[src/amsdu_pkg.sv]
`default_nettype none
// ----------------------------------------------------------------------------
// amsdu_pkg
// Types, constants and controller codes for the A-MSDU splitter.
// ----------------------------------------------------------------------------
package amsdu_pkg;

  localparam int unsigned HdrLen  = 14;
  localparam int unsigned SnapLen = 6;
  localparam int unsigned HeldLen = 20;
  localparam logic [7:0]  MaxSubframesRst = 8'd64;

  localparam logic [1:0] StOk      = 2'd0;
  localparam logic [1:0] StLenOvr  = 2'd1;
  localparam logic [1:0] StPadOvr  = 2'd2;
  localparam logic [1:0] StTooMany = 2'd3;

  typedef struct packed {
    logic [7:0]  data_byte;
    logic        first_byte;
    logic        last_byte;
    logic [15:0] body_length;
  } in_item_t;

  typedef struct packed {
    logic       kind;
    logic [7:0] out_byte;
    logic       frame_start;
    logic       frame_end;
    logic [1:0] status;
    logic [7:0] subframe_count;
    logic       run_last;
  } out_item_t;

  typedef enum logic [2:0] {
    PH_IDLE, PH_HDR, PH_SNAP, PH_MSDU, PH_PAD, PH_DRAIN
  } phase_e;

  typedef enum logic [1:0] {
    CT_TAKE, CT_FLUSH, CT_SUMMARY
  } ctl_state_e;

  // controller -> datapath
  typedef struct packed {
    logic take;      // consume the input byte
    logic flush;     // emit one held byte
    logic summary;   // emit summary
  } cmd_t;

  // datapath -> controller
  typedef struct packed {
    logic flush_pending;  // byte step left held bytes to emit
    logic flush_last;     // current flush byte is the last held one
    logic sum_pending;    // summary owed after flush
    logic out_free;       // output register can take an item
  } sts_t;

endpackage
`default_nettype wire

[src/amsdu_ctrl.sv]
`default_nettype none
// ----------------------------------------------------------------------------
// amsdu_ctrl
// Sequencer: byte step, then held-byte flush, then summary.
// ----------------------------------------------------------------------------
module amsdu_ctrl (
  input  wire logic            clk_i,
  input  wire logic            rst_ni,
  input  wire logic            in_valid_i,
  output logic                 in_stall_o,
  input  wire amsdu_pkg::sts_t sts_i,
  output amsdu_pkg::cmd_t      cmd_o
);

  amsdu_pkg::ctl_state_e state_q, state_d;

  always_ff @(posedge clk_i or negedge rst_ni) begin
    if (!rst_ni) begin
      state_q <= amsdu_pkg::CT_TAKE;
    end else begin
      state_q <= state_d;
    end
  end

  always_comb begin
    state_d = state_q;
    case (state_q)
      amsdu_pkg::CT_TAKE: begin
        if (sts_i.flush_pending) state_d = amsdu_pkg::CT_FLUSH;
        else if (sts_i.sum_pending) state_d = amsdu_pkg::CT_SUMMARY;
      end
      amsdu_pkg::CT_FLUSH: begin
        if (sts_i.out_free && sts_i.flush_last) begin
          state_d = sts_i.sum_pending ? amsdu_pkg::CT_SUMMARY : amsdu_pkg::CT_TAKE;
        end
      end
      amsdu_pkg::CT_SUMMARY: begin
        if (sts_i.out_free) state_d = amsdu_pkg::CT_TAKE;
      end
      default: state_d = amsdu_pkg::CT_TAKE;
    endcase
  end

  always_comb begin
    cmd_o      = '0;
    in_stall_o = 1'b1;
    case (state_q)
      amsdu_pkg::CT_TAKE: begin
        in_stall_o = !sts_i.out_free || sts_i.flush_pending || sts_i.sum_pending;
        cmd_o.take = in_valid_i && sts_i.out_free && !sts_i.flush_pending &&
                     !sts_i.sum_pending;
      end
      amsdu_pkg::CT_FLUSH:   cmd_o.flush   = sts_i.out_free;
      amsdu_pkg::CT_SUMMARY: cmd_o.summary = sts_i.out_free;
      default: ;
    endcase
  end

endmodule
`default_nettype wire

[src/amsdu_dp.sv]
`default_nettype none
// ----------------------------------------------------------------------------
// amsdu_dp
// Parse state, held header bytes and the output register.
// ----------------------------------------------------------------------------
module amsdu_dp (
  input  wire logic                clk_i,
  input  wire logic                rst_ni,
  input  wire logic                cfg_we_i,
  input  wire logic [7:0]          cfg_wdata_i,
  input  wire amsdu_pkg::in_item_t in_data_i,
  input  wire amsdu_pkg::cmd_t     cmd_i,
  output amsdu_pkg::sts_t          sts_o,
  output logic                     out_valid_o,
  input  wire logic                out_stall_i,
  output amsdu_pkg::out_item_t     out_data_o
);

  logic [7:0] held_q [amsdu_pkg::HeldLen];

  logic [7:0]  max_q, max_d;
  amsdu_pkg::phase_e ph_q, ph_d;
  logic [4:0]  hcnt_q, hcnt_d;
  logic [15:0] brem_q, brem_d;
  logic [15:0] mrem_q, mrem_d;
  logic [1:0]  prem_q, prem_d;
  logic [7:0]  sfd_q, sfd_d;
  logic [1:0]  stp_q, stp_d;
  logic [2:0]  snap_q, snap_d;
  // flush bookkeeping
  logic        fpend_q, fpend_d;
  logic [4:0]  fidx_q, fidx_d;
  logic [4:0]  flen_q, flen_d;
  logic        fdone_q, fdone_d;
  logic        spend_q, spend_d;
  logic [1:0]  sst_q, sst_d;
  logic        wr_en;
  logic [4:0]  wr_idx;

  logic        ov_q, ov_d;
  amsdu_pkg::out_item_t ob_q, ob_d;

  logic out_free;
  assign out_free    = !ov_q || !out_stall_i;
  assign out_valid_o = ov_q;
  assign out_data_o  = ob_q;

  assign sts_o.flush_pending = fpend_q;
  assign sts_o.flush_last    = (fidx_q == flen_q - 5'd1);
  assign sts_o.sum_pending   = spend_q;
  assign sts_o.out_free      = out_free;

  always_ff @(posedge clk_i) begin
    if (wr_en) held_q[wr_idx] <= in_data_i.data_byte;
  end

  // end of MSDU decision given updated counters
  function automatic void eom(input logic [1:0] stp, input logic [15:0] br,
                              input logic [1:0] pr, output amsdu_pkg::phase_e ph,
                              output logic [1:0] st, output logic [4:0] hc,
                              input logic [4:0] hc0);
    st = stp; hc = hc0;
    if (stp == amsdu_pkg::StTooMany || br == 16'd0) ph = amsdu_pkg::PH_DRAIN;
    else if (br < {14'd0, pr}) begin
      st = amsdu_pkg::StPadOvr; ph = amsdu_pkg::PH_DRAIN;
    end else if (pr != 2'd0) ph = amsdu_pkg::PH_PAD;
    else if (br > 16'(amsdu_pkg::HdrLen)) begin
      ph = amsdu_pkg::PH_HDR; hc = 5'd0;
    end else ph = amsdu_pkg::PH_DRAIN;
  endfunction

  always_comb begin
    logic [15:0] len;
    logic [2:0]  sn;
    logic        emit;
    logic        efs, efe;
    logic [7:0]  eb;
    max_d = cfg_we_i ? cfg_wdata_i : max_q;
    ph_d = ph_q; hcnt_d = hcnt_q; brem_d = brem_q; mrem_d = mrem_q;
    prem_d = prem_q; sfd_d = sfd_q; stp_d = stp_q; snap_d = snap_q;
    fpend_d = fpend_q; fidx_d = fidx_q; flen_d = flen_q; fdone_d = fdone_q;
    spend_d = spend_q; sst_d = sst_q;
    wr_en = 1'b0; wr_idx = hcnt_q;
    ov_d = ov_q && out_stall_i; ob_d = ob_q;
    emit = 1'b0; efs = 1'b0; efe = 1'b0; eb = in_data_i.data_byte;
    len = {held_q[12], held_q[13]};
    sn = 3'd0;

    if (cmd_i.take) begin
      if (in_data_i.first_byte) begin
        brem_d = in_data_i.body_length; mrem_d = '0; prem_d = '0; sfd_d = '0;
        stp_d = amsdu_pkg::StOk; hcnt_d = '0;
        if (in_data_i.body_length < 16'(amsdu_pkg::HdrLen)) begin
          stp_d = amsdu_pkg::StLenOvr; ph_d = amsdu_pkg::PH_DRAIN;
        end else ph_d = amsdu_pkg::PH_HDR;
      end
      wr_idx = hcnt_d;
      case (ph_d)
        amsdu_pkg::PH_HDR: begin
          wr_en = 1'b1; hcnt_d = hcnt_d + 5'd1; brem_d = brem_d - 16'd1;
          if (hcnt_d == 5'(amsdu_pkg::HdrLen)) begin
            // length bytes: byte 12 is held, byte 13 is the input
            len = {held_q[12], in_data_i.data_byte};
            if (len > brem_d) begin
              stp_d = amsdu_pkg::StLenOvr; ph_d = amsdu_pkg::PH_DRAIN;
            end else begin
              if (sfd_d >= max_q) stp_d = amsdu_pkg::StTooMany;
              if (sfd_d != 8'd255) sfd_d = sfd_d + 8'd1;
              mrem_d = len;
              prem_d = 2'(16'd0 - (len + 16'(amsdu_pkg::HdrLen)));
              sn = (len < 16'(amsdu_pkg::SnapLen)) ? len[2:0] : 3'(amsdu_pkg::SnapLen);
              snap_d = sn;
              if (sn == 3'd0) begin
                fpend_d = 1'b1; fidx_d = '0; flen_d = 5'(amsdu_pkg::HdrLen);
                fdone_d = 1'b1;
                eom(stp_d, brem_d, prem_d, ph_d, stp_d, hcnt_d, hcnt_d);
              end else ph_d = amsdu_pkg::PH_SNAP;
            end
          end
        end
        amsdu_pkg::PH_SNAP: begin
          wr_en = 1'b1; hcnt_d = hcnt_d + 5'd1; brem_d = brem_d - 16'd1;
          mrem_d = mrem_d - 16'd1;
          if (hcnt_d >= 5'(amsdu_pkg::HdrLen) + {2'd0, snap_q}) begin
            fpend_d = 1'b1; fdone_d = (mrem_d == 16'd0);
            // snap test needs the final byte; it is the input at index 19
            if (snap_q == 3'(amsdu_pkg::SnapLen) && held_q[14] == 8'hAA &&
                held_q[15] == 8'hAA && held_q[16] == 8'h03 && held_q[17] == 8'h00 &&
                held_q[18] == 8'h00 &&
                (in_data_i.data_byte == 8'h00 || in_data_i.data_byte == 8'hF8)) begin
              fidx_d = 5'd0; flen_d = 5'd12;
            end else begin
              fidx_d = 5'd0; flen_d = 5'(amsdu_pkg::HdrLen) + {2'd0, snap_q};
            end
            if (mrem_d == 16'd0) eom(stp_d, brem_d, prem_d, ph_d, stp_d, hcnt_d, hcnt_d);
            else ph_d = amsdu_pkg::PH_MSDU;
          end
        end
        amsdu_pkg::PH_MSDU: begin
          brem_d = brem_d - 16'd1; mrem_d = mrem_d - 16'd1;
          emit = 1'b1; efe = (mrem_d == 16'd0);
          if (mrem_d == 16'd0) eom(stp_d, brem_d, prem_d, ph_d, stp_d, hcnt_d, hcnt_d);
        end
        amsdu_pkg::PH_PAD: begin
          brem_d = brem_d - 16'd1; prem_d = prem_d - 2'd1;
          if (prem_d == 2'd0) begin
            if (brem_d > 16'(amsdu_pkg::HdrLen)) begin
              ph_d = amsdu_pkg::PH_HDR; hcnt_d = '0;
            end else ph_d = amsdu_pkg::PH_DRAIN;
          end
        end
        default: ;
      endcase
      if (ph_d != amsdu_pkg::PH_IDLE && in_data_i.last_byte) begin
        spend_d = 1'b1;
        sst_d = (ph_d == amsdu_pkg::PH_DRAIN) ? stp_d : amsdu_pkg::StLenOvr;
        ph_d = amsdu_pkg::PH_IDLE;
      end
      if (emit) begin
        ov_d = 1'b1;
        ob_d = '0; ob_d.out_byte = eb; ob_d.frame_start = efs; ob_d.frame_end = efe;
        ob_d.run_last = !spend_d;
      end
    end else if (cmd_i.flush) begin
      ov_d = 1'b1;
      ob_d = '0;
      ob_d.out_byte = held_q[fidx_q];
      ob_d.frame_start = (fidx_q == 5'd0);
      ob_d.frame_end = fdone_q && sts_o.flush_last;
      ob_d.run_last = sts_o.flush_last && !spend_q;
      fidx_d = fidx_q + 5'd1;
      if (sts_o.flush_last) fpend_d = 1'b0;
    end else if (cmd_i.summary) begin
      ov_d = 1'b1;
      ob_d = '0; ob_d.kind = 1'b1; ob_d.status = sst_q; ob_d.subframe_count = sfd_q;
      ob_d.run_last = 1'b1;
      spend_d = 1'b0;
    end
  end

  always_ff @(posedge clk_i or negedge rst_ni) begin
    if (!rst_ni) begin
      max_q <= amsdu_pkg::MaxSubframesRst; ph_q <= amsdu_pkg::PH_IDLE;
      hcnt_q <= '0; brem_q <= '0; mrem_q <= '0; prem_q <= '0; sfd_q <= '0;
      stp_q <= '0; snap_q <= '0; fpend_q <= 1'b0; fidx_q <= '0; flen_q <= '0;
      fdone_q <= 1'b0; spend_q <= 1'b0; sst_q <= '0; ov_q <= 1'b0;
    end else begin
      max_q <= max_d; ph_q <= ph_d; hcnt_q <= hcnt_d; brem_q <= brem_d;
      mrem_q <= mrem_d; prem_q <= prem_d; sfd_q <= sfd_d; stp_q <= stp_d;
      snap_q <= snap_d; fpend_q <= fpend_d; fidx_q <= fidx_d; flen_q <= flen_d;
      fdone_q <= fdone_d; spend_q <= spend_d; sst_q <= sst_d; ov_q <= ov_d;
    end
  end

  always_ff @(posedge clk_i) begin
    ob_q <= ob_d;
  end

endmodule
`default_nettype wire

[src/amsdu_deaggregator_unit.sv]
`default_nettype none
// ----------------------------------------------------------------------------
// amsdu_deaggregator_unit
// A-MSDU splitter: body bytes in, Ethernet frame bytes and summaries out.
//
// Input channel in_valid_i/in_stall_o carries one body byte per beat, with
// first/last markers and the body length on the first beat. Output channel
// out_valid_o/out_stall_i carries frame bytes and one summary per body.
// An accepted payload byte is registered and presented in the next cycle.
// Input bytes are taken back to back while the output is free; the byte that
// completes a subframe header (or its SNAP check) is followed by a turnaround
// and a flush of 12 to 20 held bytes, and the closing byte by a summary (plus
// a turnaround when no flush precedes it), during which input is stalled.
// Single output register; a stalled receiver holds it and stalls input.
// Reset empties the output, returns to idle and sets max_subframes to 64.
// ----------------------------------------------------------------------------
module amsdu_deaggregator_unit (
  input  wire logic                 clk_i,
  input  wire logic                 rst_ni,
  input  wire logic                 cfg_we_i,
  input  wire logic [7:0]           cfg_wdata_i,
  input  wire logic                 in_valid_i,
  output logic                      in_stall_o,
  input  wire amsdu_pkg::in_item_t  in_data_i,
  output logic                      out_valid_o,
  input  wire logic                 out_stall_i,
  output amsdu_pkg::out_item_t      out_data_o
);

  amsdu_pkg::cmd_t cmd;
  amsdu_pkg::sts_t sts;

  amsdu_ctrl u_ctrl (
    .clk_i, .rst_ni, .in_valid_i, .in_stall_o, .sts_i(sts), .cmd_o(cmd)
  );

  amsdu_dp u_dp (
    .clk_i, .rst_ni, .cfg_we_i, .cfg_wdata_i, .in_data_i, .cmd_i(cmd),
    .sts_o(sts), .out_valid_o, .out_stall_i, .out_data_o
  );

endmodule
`default_nettype wire

[config.mk]
export PLATFORM = sky130hd
export DESIGN_NAME = amsdu_deaggregator_unit
export DESIGN_NICKNAME = d
export VERILOG_FILES = /design/src/amsdu_pkg.sv /design/src/amsdu_ctrl.sv /design/src/amsdu_dp.sv /design/src/amsdu_deaggregator_unit.sv
export SDC_FILE = /design/constraint.sdc
export NUM_CORES = 1
export LEC_CHECK = 0
export ABC_AREA = 1
export BUFFER_PORTS_ARGS = -buffer_cell sky130_fd_sc_hd__buf_2
export CORE_MARGIN = 8
export CORE_UTILIZATION = 30
export CTS_BUF_LIST = sky130_fd_sc_hd__clkbuf_8
export CTS_CLUSTER_DIAMETER = 120
export DETAILED_ROUTE_END_ITERATION = 7
export MAX_ROUTING_LAYER = met4
export PLACE_DENSITY = 0.44
export SLEW_MARGIN = 0
export SYNTH_ARGS = -nofsm -noshare
export SYNTH_HDL_FRONTEND = slang
export SYNTH_SLANG_ARGS = --single-unit
[constraint.sdc]
create_clock -name clk_i -period 4.65 [get_ports clk_i]
set_input_delay 0.465 -clock clk_i [delete_from_list [all_inputs] [get_ports clk_i]]
set_output_delay 0.465 -clock clk_i [all_outputs]
set_load 0.02 [all_outputs]
# == Yosys cells after proc, flatten, opt, wreduce, memory -nomap -nowiden ==
# Memory sizes are Yosys's and may differ from the RTL's.
# Index checks and enable logic that the tools add are counted.
# word_totals
regBits,103
output_inout_bits,24
word_cells,263
inputBits,39
ramBits,160
memories,1
# classes
bitwise,1
magnitude_cmp,8
n_eq_ne,31
reduce_logical,54
n_mux,134
n_addsub,10
# mem_list
memory,depth,word_bits,rd,rd_ports_with_merged_regs,write_ports,line,source
u_dp.held_q,20,8,7,0,1,amsdu_dp.sv:19,logic [7:0] held_q [amsdu_pkg::HeldLen];
# ops
op,count
5-bit 2-to-1 mux,32
16-bit 2-to-1 mux,7
22-bit 2-to-1 mux,4
3-bit 2-to-1 mux,20
2-bit 2-to-1 mux,26
8-bit 2-to-1 mux,6
16-bit logical NOT,2
16-bit by 2-bit < comparator with 1-bit output,2
16-bit case mux with 2 select lines,1
"16-bit by 1-bit subtractor with 16-bit output, second input constant",2
1-bit 2-to-1 mux,29
"8-bit == test, second input constant",3
8-bit logical NOT,3
5-bit case mux with 2 select lines,2
5-bit case mux with 4 select lines,1
16-bit greater-than comparator,1
"16-bit by 4-bit greater-than comparator with 1-bit output, second input constant",1
"16-bit by 3-bit < comparator with 1-bit output, second input constant",1
"16-bit by 4-bit < comparator with 1-bit output, second input constant",1
1-bit logical AND,14
"2-bit by 1-bit != test with 1-bit output, second input constant",7
2-bit case mux with 3 select lines,2
3-bit case mux with 4 select lines,1
6-bit AND reduction,2
38 further kinds,68

# == Longest topological paths before layout ==
# Gate-level depths: netlist of run 1.
# depth
ltp_word,28
ltp_mapped,30
mapped_depth_nobuf,28

# == Cells and area by module ==
# From an unflattened synthesis of run 1, not the netlist that was laid out.
# hier_totals
cells_unflattened,1731
area_unflattened_um2,14792.9
# modules_own_cells
mod,area_per_inst_um2,instances,seq_area_each_um2,cells_each
amsdu_dp,14641.5,1,7443.4,1706
amsdu_ctrl,151.4,1,50.0,25

# == Worst setup path before layout of run 1 ==
# OpenSTA, ideal clock, no wires.
# synth_timing
path_type,input-to-reg
from,in in_data_i[17] in the netlist's numbering
to,reg u_dp.sst_q[0]
t_arrival_ns,3.460
setup_ns,0.117
slack_ns,1.074
required_time_ns,4.533
stages,25
n_path_buf,5
path_cell_list,buf_6 -> buf_6 -> buf_6 -> buf_2 -> buf_1 -> nor2_1 -> ha_1 -> or2_2 -> nand2_1 -> inv_1 -> ha_1 -> o21ai_0 -> nand2_1 -> a21oi_1 -> o21bai_1 -> o21ai_0 -> or2_0 -> nor2_1 -> nor2_1 -> nand2_1 -> nand2_2 -> nor2_2 -> nand2_1 -> nand2_1 -> nand2_1
# synth_between
elab_chain_cells,19
word_cells_on_any_way,73
classes_between,4 x add/sub; 6 x order compare; 8 x eq/ne; 46 x mux; 9 x reduce/logical
# synth_rtl
element,line,source
from (decl),amsdu_deaggregator_unit.sv:24,"input wire amsdu_pkg::in_item_t in_data_i,"
"parallel branches: the longest is 19 deep, another holds 16-bit by 1-bit subtractor with 16-bit output",--,
to (signal assigned),amsdu_dp.sv:191,fdone_q <= fdone_d; spend_q <= spend_d; sst_q <= sst_d; ov_q <= ov_d;
to (decl),amsdu_dp.sv:36,"logic [1:0] sst_q, sst_d;"
# Several ways; the timed one is not identified. The select of a mux whose other input is x is not followed.
# A chain may end at the register's enable or synchronous reset.

# == Final worst setup path of run 1 ==
# layout_timing
from,reg u_dp.brem_q[1]
to,reg u_dp.sfd_q[5]
# layout_between
elab_chain_cells,7
# layout_rtl
element,line,source
from (decl),amsdu_dp.sv:24,"logic [15:0] brem_q, brem_d;"
from (signal assigned),amsdu_dp.sv:188,max_q <= max_d; ph_q <= ph_d; hcnt_q <= hcnt_d; brem_q <= brem_d;
16-bit 2-to-1 mux,amsdu_dp.sv:90,if (in_data_i.first_byte) begin
16-bit 2-to-1 mux,amsdu_dp.sv:89,if (cmd_i.take) begin
16-bit by 1-bit subtractor with 16-bit output,amsdu_dp.sv:100,wr_en = 1'b1; hcnt_d = hcnt_d + 5'd1; brem_d = brem_d - 16'd1;
16-bit greater-than comparator,amsdu_dp.sv:104,if (len > brem_d) begin
8-bit 2-to-1 mux,amsdu_dp.sv:104,
8-bit 2-to-1 mux,amsdu_dp.sv:101,if (hcnt_d == 5'(amsdu_pkg::HdrLen)) begin
8-bit 2-to-1 mux,amsdu_dp.sv:98,case (ph_d)
to (signal assigned),amsdu_dp.sv:184,hcnt_q <= '0; brem_q <= '0; mrem_q <= '0; prem_q <= '0; sfd_q <= '0;
to (signal assigned),amsdu_dp.sv:189,mrem_q <= mrem_d; prem_q <= prem_d; sfd_q <= sfd_d; stp_q <= stp_d;
to (decl),amsdu_dp.sv:27,"logic [7:0] sfd_q, sfd_d;"
# No other way between the ends. The select of a mux whose other input is x is not followed.

==> results of run 1 <==
[layout make-up]
| cell class | count | share of cell area (%) |
|---|---|---|
| tap | 615 | 4.70 |
| clock inverter | 39 | 1.10 |
| timing repair buffer | 91 | 3.26 |
| clock buffer | 54 | 4.54 |
| inverter | 190 | 4.37 |
| multi-input combinational | 1153 | 36.3 |
| sequential | 263 | 45.8 |
[through the flow]
step,utilization (%),cell area (µm²),instances,hold slack [ps]
finish,34.4,16400,2405,54.9
global route,34.4,16400,2405,35.0
CTS,34.4,16400,2405,16.8
detailed placement,32.4,15400,2311,468
global placement,32.4,15400,2311,478
floorplan,-,14400,1668,169
[worst max-delay path: cells and delay by family (launching register included)]
family | cells | cell delay (ps)
simple gates | 16 | 1730
compound gates | 3 | 540
fa+ha+maj | 2 | 520
flops | 1 | 390
buf+inv | 2 | 180
[per-layer routing]
layer	up-vias	wire [µm]
li1	5887	-
met5	-	0
met3	75	2620
met4	0	1310
met2	259	21000
met1	5792	21800
[state kept, by name, summed over array words and instances, names as in the netlist, 3 cells and up]
signal,cells
u_dp.brem_q,16
u_dp.snap_q,3
u_dp.fidx_q,5
u_dp.hcnt_q,5
u_dp.sfd_q,8
u_dp.held_q,160
u_dp.ph_q,3
u_dp.flen_q,5
u_dp.out_data_o,22
u_dp.max_q,8
u_dp.mrem_q,16
[synth_stat cells, types with 13 or more instances]
library cell,count
nand4_1,31
nand2_2,14
dfrtp_1,80
o211ai_1,14
ha_1,47
nand3_1,72
nor3_1,18
nand2_1,301
clkbuf_1,48
inv_1,177
a21oi_1,94
nor2_2,13
o21ai_1,20
o21ai_0,153
o22ai_1,32
nor2_1,242
edfxtp_1,182
[cell usage in the layout, fill, tap and decap left out, types with 32 or more instances in the layout]
master    instances
o21ai_0         153
inv_1           194
nand3_1          71
clkbuf_8         54
ha_1             47
nand2_1         301
nor2_1          242
edfxtp_1        182
a21oi_1          94
buf_2            61
o22ai_1          32
dfrtp_1          79
[logic make-up after synthesis]
logic type / count (synthesis)
simple gates: 724
compound gates: 366
flops: 263
buf+inv: 252
fa+ha+maj: 47
xor+xnor: 15
mux: 1
[final timing paths]
check | startpoint | to | slack, ps
min reg2reg | u_dp.brem_q[9] | u_dp.brem_q[9] | 480
min | cfg_wdata_i[7] | u_dp.max_q[7] | 50
max | u_dp.brem_q[1] | u_dp.sfd_q[5] | 1150
min in group asynchronous | rst_ni | u_ctrl.state_q[0] | 430
max reg2reg | u_dp.brem_q[1] | u_dp.sfd_q[5] | 1150
max in group asynchronous | rst_ni | u_dp.brem_q[0] | 3230
[repair_timing]
action / 4_1_cts / 5_1_grt
endpoints found under the hold margin: 48 / 0
resized for setup: 0 / 0
hold buffers: 1 / 0
[report_power, final]
part	total, µW	leakage [µW]	switching, µW	internal, µW
Combinational	3710	0.00360	2610	1100
Clock	2140	0.000547	1060	1080
Sequential	3200	0.00262	248	2950
==> results.toml, run 1 <==
[detailed_routing]
totalWireLength_um = 46700
drt_iter0_drc = 783
drt_pass1_iterations = 5
post_drt_wl_per_cell_um = 19.4
vias_per_cell = 5.00
num_vias = 12000
postRouteAntennaNets = 0
drc = 0

[logic_synthesis]
synth_top_family_by_area = "simple AND/OR/NAND/NOR gates"
syn-cell-area_mm2 = 0.0144
ys_async_sr_fraction_pct = 30.8
ys_ff_latch = 263
ys_dominant_reg_cell = "edfxtp_1"
muxShareOfSynthArea_pct = 0.0780
synthXorXnorAreaFrac_pct = 0.910
synth-simple-area-share_pct = 21.7
ys_seq_area_share_pct = 51.9
synth_edf_count = 182
synthAdderAreaFrac_pct = 4.07
synth_cell_type_count = 57
yosysTopAreaCell = "edfxtp_1"
synth_area_per_cell_um2 = 8.65
synth_area_leaders = "edfxtp_1, dfrtp_1, nand2_1, nor2_1, o21ai_0"
synth_top_cell_area_share_pct = 37.9
synth-compound-area-share_pct = 14.3
syn_nets = 1754
ys_warn_count = 0
synthCells = 1668

[worst_hold_path]
holdPathStages = 3
min_path_type = "in -> reg"

[clocking]
numCtsBuffers = 51
clkTransAtPathRegs_ps = 50
cts_max_level = 2
cts_root_buffer = "clkbuf_8"
post_cts_buffers = 0
cts_buffer_depth = 3
cts_tree = "done"
clock_sinks = 263
clock_latency_ps = 640

[sta]
tns_ps = 0
post-route-period-util_pct = 75.2
setup_slack_ps = 1150
finalSetupViolCount = 0
fmaxAchievable_mhz = 286
relSlewSlack_pct = 34.2
drv_slew = 0
rsz0062_at_grt = "false"
tightest_slew_ps = 984
skew_ps = 41.8
min_period_ps = 3500
finalHoldViolCount = 0

[floorplan]
die-area_mm2 = 0.0554
core_mm2 = 0.0476
die_y_um = 235
die_w_um = 235
ios = 63
fp-row-count = 80
initial_core_util_pct = 30.3

[worst_setup_path]
path_class = "reg -> reg"
path_cells = "o21ai_1 -> ha_1 -> nand3_2 -> inv_2 -> nand2_2 -> nor2_4 -> nand4_1 -> nand2_2 -> ha_1 -> nand2_1 -> nor2_1 -> a211oi_1 -> nor3_1 -> nor2_1 -> nand2_1 -> nand2_2 -> inv_1 -> nor2_2 -> nand2_1 -> nor2_2 -> nand3_1 -> nand3_1 -> o21ai_1"
cp_slowest_cell = "dfrtp_1"
arrival_ps = 3980
critPathCaptureType = "register"
path_max_fanout = 8
worst_path_largest_cell_delay_ps = 390
ff2ff_path_depth = 23
start_kind = "register"
worstPathRequired_ps = 5130

[grt]
antenna_found_initial = 0
grt_max_degree = 52
grt.met1_usage_pct = 21.9
grtUsageMet3_pct = 4.34
use_met2_pct = 26.0
grt.total_usage_pct = 16.9
top_usage_layer = "met2"
grt_pass1_vias = 11900
grt_pass1_wl_um = 71600
gr-total-overflow = 0

[placement]
gp_congestion = 0.893
hpwl_um = 32300
pre_cts_slack_ps = 531
numPortBuffers = 62

[cells_and_area]
nets = 1836
multiInputGateArea_mm2 = 0.00594
antenna_cells = 0
drive_above_1_share_pct = 12.0
area.growth.synth_to_final_pct = 13.4
num-fill-cells = 5012
regArea_mm2 = 0.00749

[pwr]
p_per_area_mw_per_mm2 = 553
power_uw = 9050
power.leakage_uw = 0.00676
vdd_drop_max_v = 0.000222

[status]
outcome = "finished, final reports clean"

[flow_run]
drv_cap = 0
No activity file was read; power rests on OpenSTA's default activity.
==> run 2: changes to the inputs <==
- ABC_AREA: 1 -> 0
- clock period: 4.65 -> 3.3 ns (I/O delays scaled with it)
==> results.toml, run 2 <==
[pwr]
vdd_drop_max_v = 0.000319
power_uw = 11700
power.leakage_uw = 0.00779
p_per_area_mw_per_mm2 = 596

[detailed_routing]
drc = 0
totalWireLength_um = 50400
post_drt_wl_per_cell_um = 22.5
drt_pass1_iterations = 5
postRouteAntennaNets = 0
vias_per_cell = 5.20
drt_iter0_drc = 944
num_vias = 11700

[worst_setup_path]
cp-startpoint = "u_dp.brem_q[1]"
critPathCaptureType = "register"
r2r_slack_ps = -980
worstReg2RegStart = "u_dp.brem_q[1]"
r2r_end = "u_dp.sst_q[0]"
start_kind = "register"
path_class = "reg -> reg"
ff2ff_path_depth = 19
worstPathRequired_ps = 3790
path_max_fanout = 6
arrival_ps = 4770

[cells_and_area]
top_register = "u_dp.held_q"
antenna_cells = 0
area.growth.synth_to_final_pct = 37.1
nets = 1675
multiInputGateArea_mm2 = 0.00717
largest_register_ffs = 160
final_common_cell = "buf_4"
drive_above_1_share_pct = 37.5
regArea_mm2 = 0.00750
final_cell_mix = "buf_4, edfxtp_1, nand2_1"
num-fill-cells = 4564

[logic_synthesis]
ys_warn_count = 0
ys_ff_latch = 263
synth_top_cell_area_share_pct = 38.1
synth_area_leaders = "edfxtp_1, dfrtp_1, mux4_2, ha_1, o21ai_0"
synth_area_per_cell_um2 = 11.6
netlist_top_cells_count = "edfxtp_1, nand2_1, nor2_1"
synthCells = 1236
synth_cell_type_count = 88
ys_dominant_reg_cell = "edfxtp_1"
synth_most_common_cell = "edfxtp_1"
ys_seq_area_share_pct = 52.2
syn_nets = 1322
synth_edf_count = 182
syn-cell-area_mm2 = 0.0144
yosysTopAreaCell = "edfxtp_1"
ys_async_sr_fraction_pct = 30.8

[worst_hold_path]
holdPathStages = 2
min_path_type = "in -> reg"
worstHoldStart = "cfg_we_i"
hold_path_end = "u_dp.max_q[2]"

[grt]
antenna_found_initial = 2
grt_max_degree = 68
grt_pass1_wl_um = 75800
grt.total_usage_pct = 18.3
gr-total-overflow = 0
grt_pass1_vias = 11800

[clocking]
cts_root_buffer = "clkbuf_8"
clkTransAtPathRegs_ps = 70
cts_tree = "done"
numCtsBuffers = 47
cts_max_level = 2
clock_latency_ps = 640
clock_sinks = 263
cts_buffer_depth = 3

[sta]
rsz0062_at_grt = "true"
finalHoldViolCount = 0
relSlewSlack_pct = 32.0
finalSetupViolCount = 213
min_period_ps = 4280
tightest_slew_ps = 1020
post-route-period-util_pct = 130
drv_slew = 0
tns_ps = -84370
skew_ps = 39.5
setup_slack_ps = -977
whs_ps = 73.4
fmaxAchievable_mhz = 234

[floorplan]
fp-row-count = 80
ios = 63
core_mm2 = 0.0474
die-area_mm2 = 0.0551
die_y_um = 235
die_w_um = 235
initial_core_util_pct = 30.2

[status]
violations = "setup timing"
outcome = "finished with violations"

[placement]
gp_congestion = 0.934
hpwl_um = 35800
pre_cts_slack_ps = -1250
numPortBuffers = 62

[flow_run]
drv_cap = 0
## run 2: area by class of cell
type	count	area share, %
well taps	615	3.91
inverters	39	0.846
clock buffers	49	3.43
repair buffers	366	16.0
multi-input cells	872	36.4
flip-flops and latches	263	38.1
clock inverters	39	1.29
## run 2: cells by family after synthesis
group                    after synthesis  synth area share, %
XOR/XNOR                              38                 2.32
AO/OA/AOI/OAI                        256                 11.6
adder cells (fa/ha/maj)               47                 4.10
multiplexers                          94                 10.9
buffers and inverters                101                 2.96
flip-flops                           263                 52.2
AND/OR/NAND/NOR                      437                 15.8
## run 2: where the power goes
| group | total, µW | switching [µW] | leakage [µW] | internal (µW) |
|---|---|---|---|---|
| logic | 4450 | 2390 | 0.00459 | 2060 |
| clock network | 3060 | 1490 | 0.000517 | 1570 |
| registers | 4200 | 276 | 0.00269 | 3930 |
| total | 11700 | 4160 | 0.00779 | 7560 |
## run 2: metal layers
metal,track usage (%),share of wire [%],wire length [µm],up-vias
met2,30.0,49,24500,297
li1,-,-,-,5463
met3,2.31,4.5,2280,66
met5,-,0,0,-
met4,4.17,1.9,932,0
met1,24.0,45,22600,5831
## run 2: per-stage QoR
| step | instances | instance area, µm² | utilization, % |
|---|---|---|---|
| finish | 2243 | 19700 | 41.5 |
| global route | 2243 | 19700 | 41.5 |
| CTS | 2211 | 19200 | 40.4 |
| detailed placement | 2099 | 17700 | 37.3 |
| global placement | 2099 | 17700 | 37.3 |
| floorplan | 1236 | 14700 | - |
## run 2: how the worst max path moves through the flow
| stage | endpoint | slack, ps | cells after the start |
|---|---|---|---|
| 2_1_floorplan | u_dp.mrem_q[12] | -1560 | 24 |
| 3_3_place_gp | u_dp.snap_q[0] | -1150 | 19 |
| 3_5_place_dp | u_dp.snap_q[0] | -1250 | 19 |
| 4_1_cts | u_dp.flen_q[1] | -1020 | 20 |
| 5_1_grt | u_dp.mrem_q[2] | -1150 | 18 |
| 6_report | u_dp.sst_q[0] | -980 | 19 |
## run 2: timing repair
item	in CTS	in global routing
hold buffers	13	0
cloned	0	2
resized for setup	67	54
pin swaps	46	48
buffers inserted	13	35
endpoints found under the hold margin	76	0
setup endpoints to repair	191	213
## run 2: critical path, cell delays in order, from the launching register on
cell     delay, ps
dfrtp_1        380
mux2_4         290
inv_4           70
ha_4           140
or4b_4         500
and2_4         210
nor4_4         170
xnor2_1        120
ha_1           320
buf_4          110
nand3_2         60
or2_4          250
nor3_2         180
nand2_1        120
mux2_4         310
nand2_4        110
buf_4          150
a21o_1         150
nand3_2        120
o32a_1         360
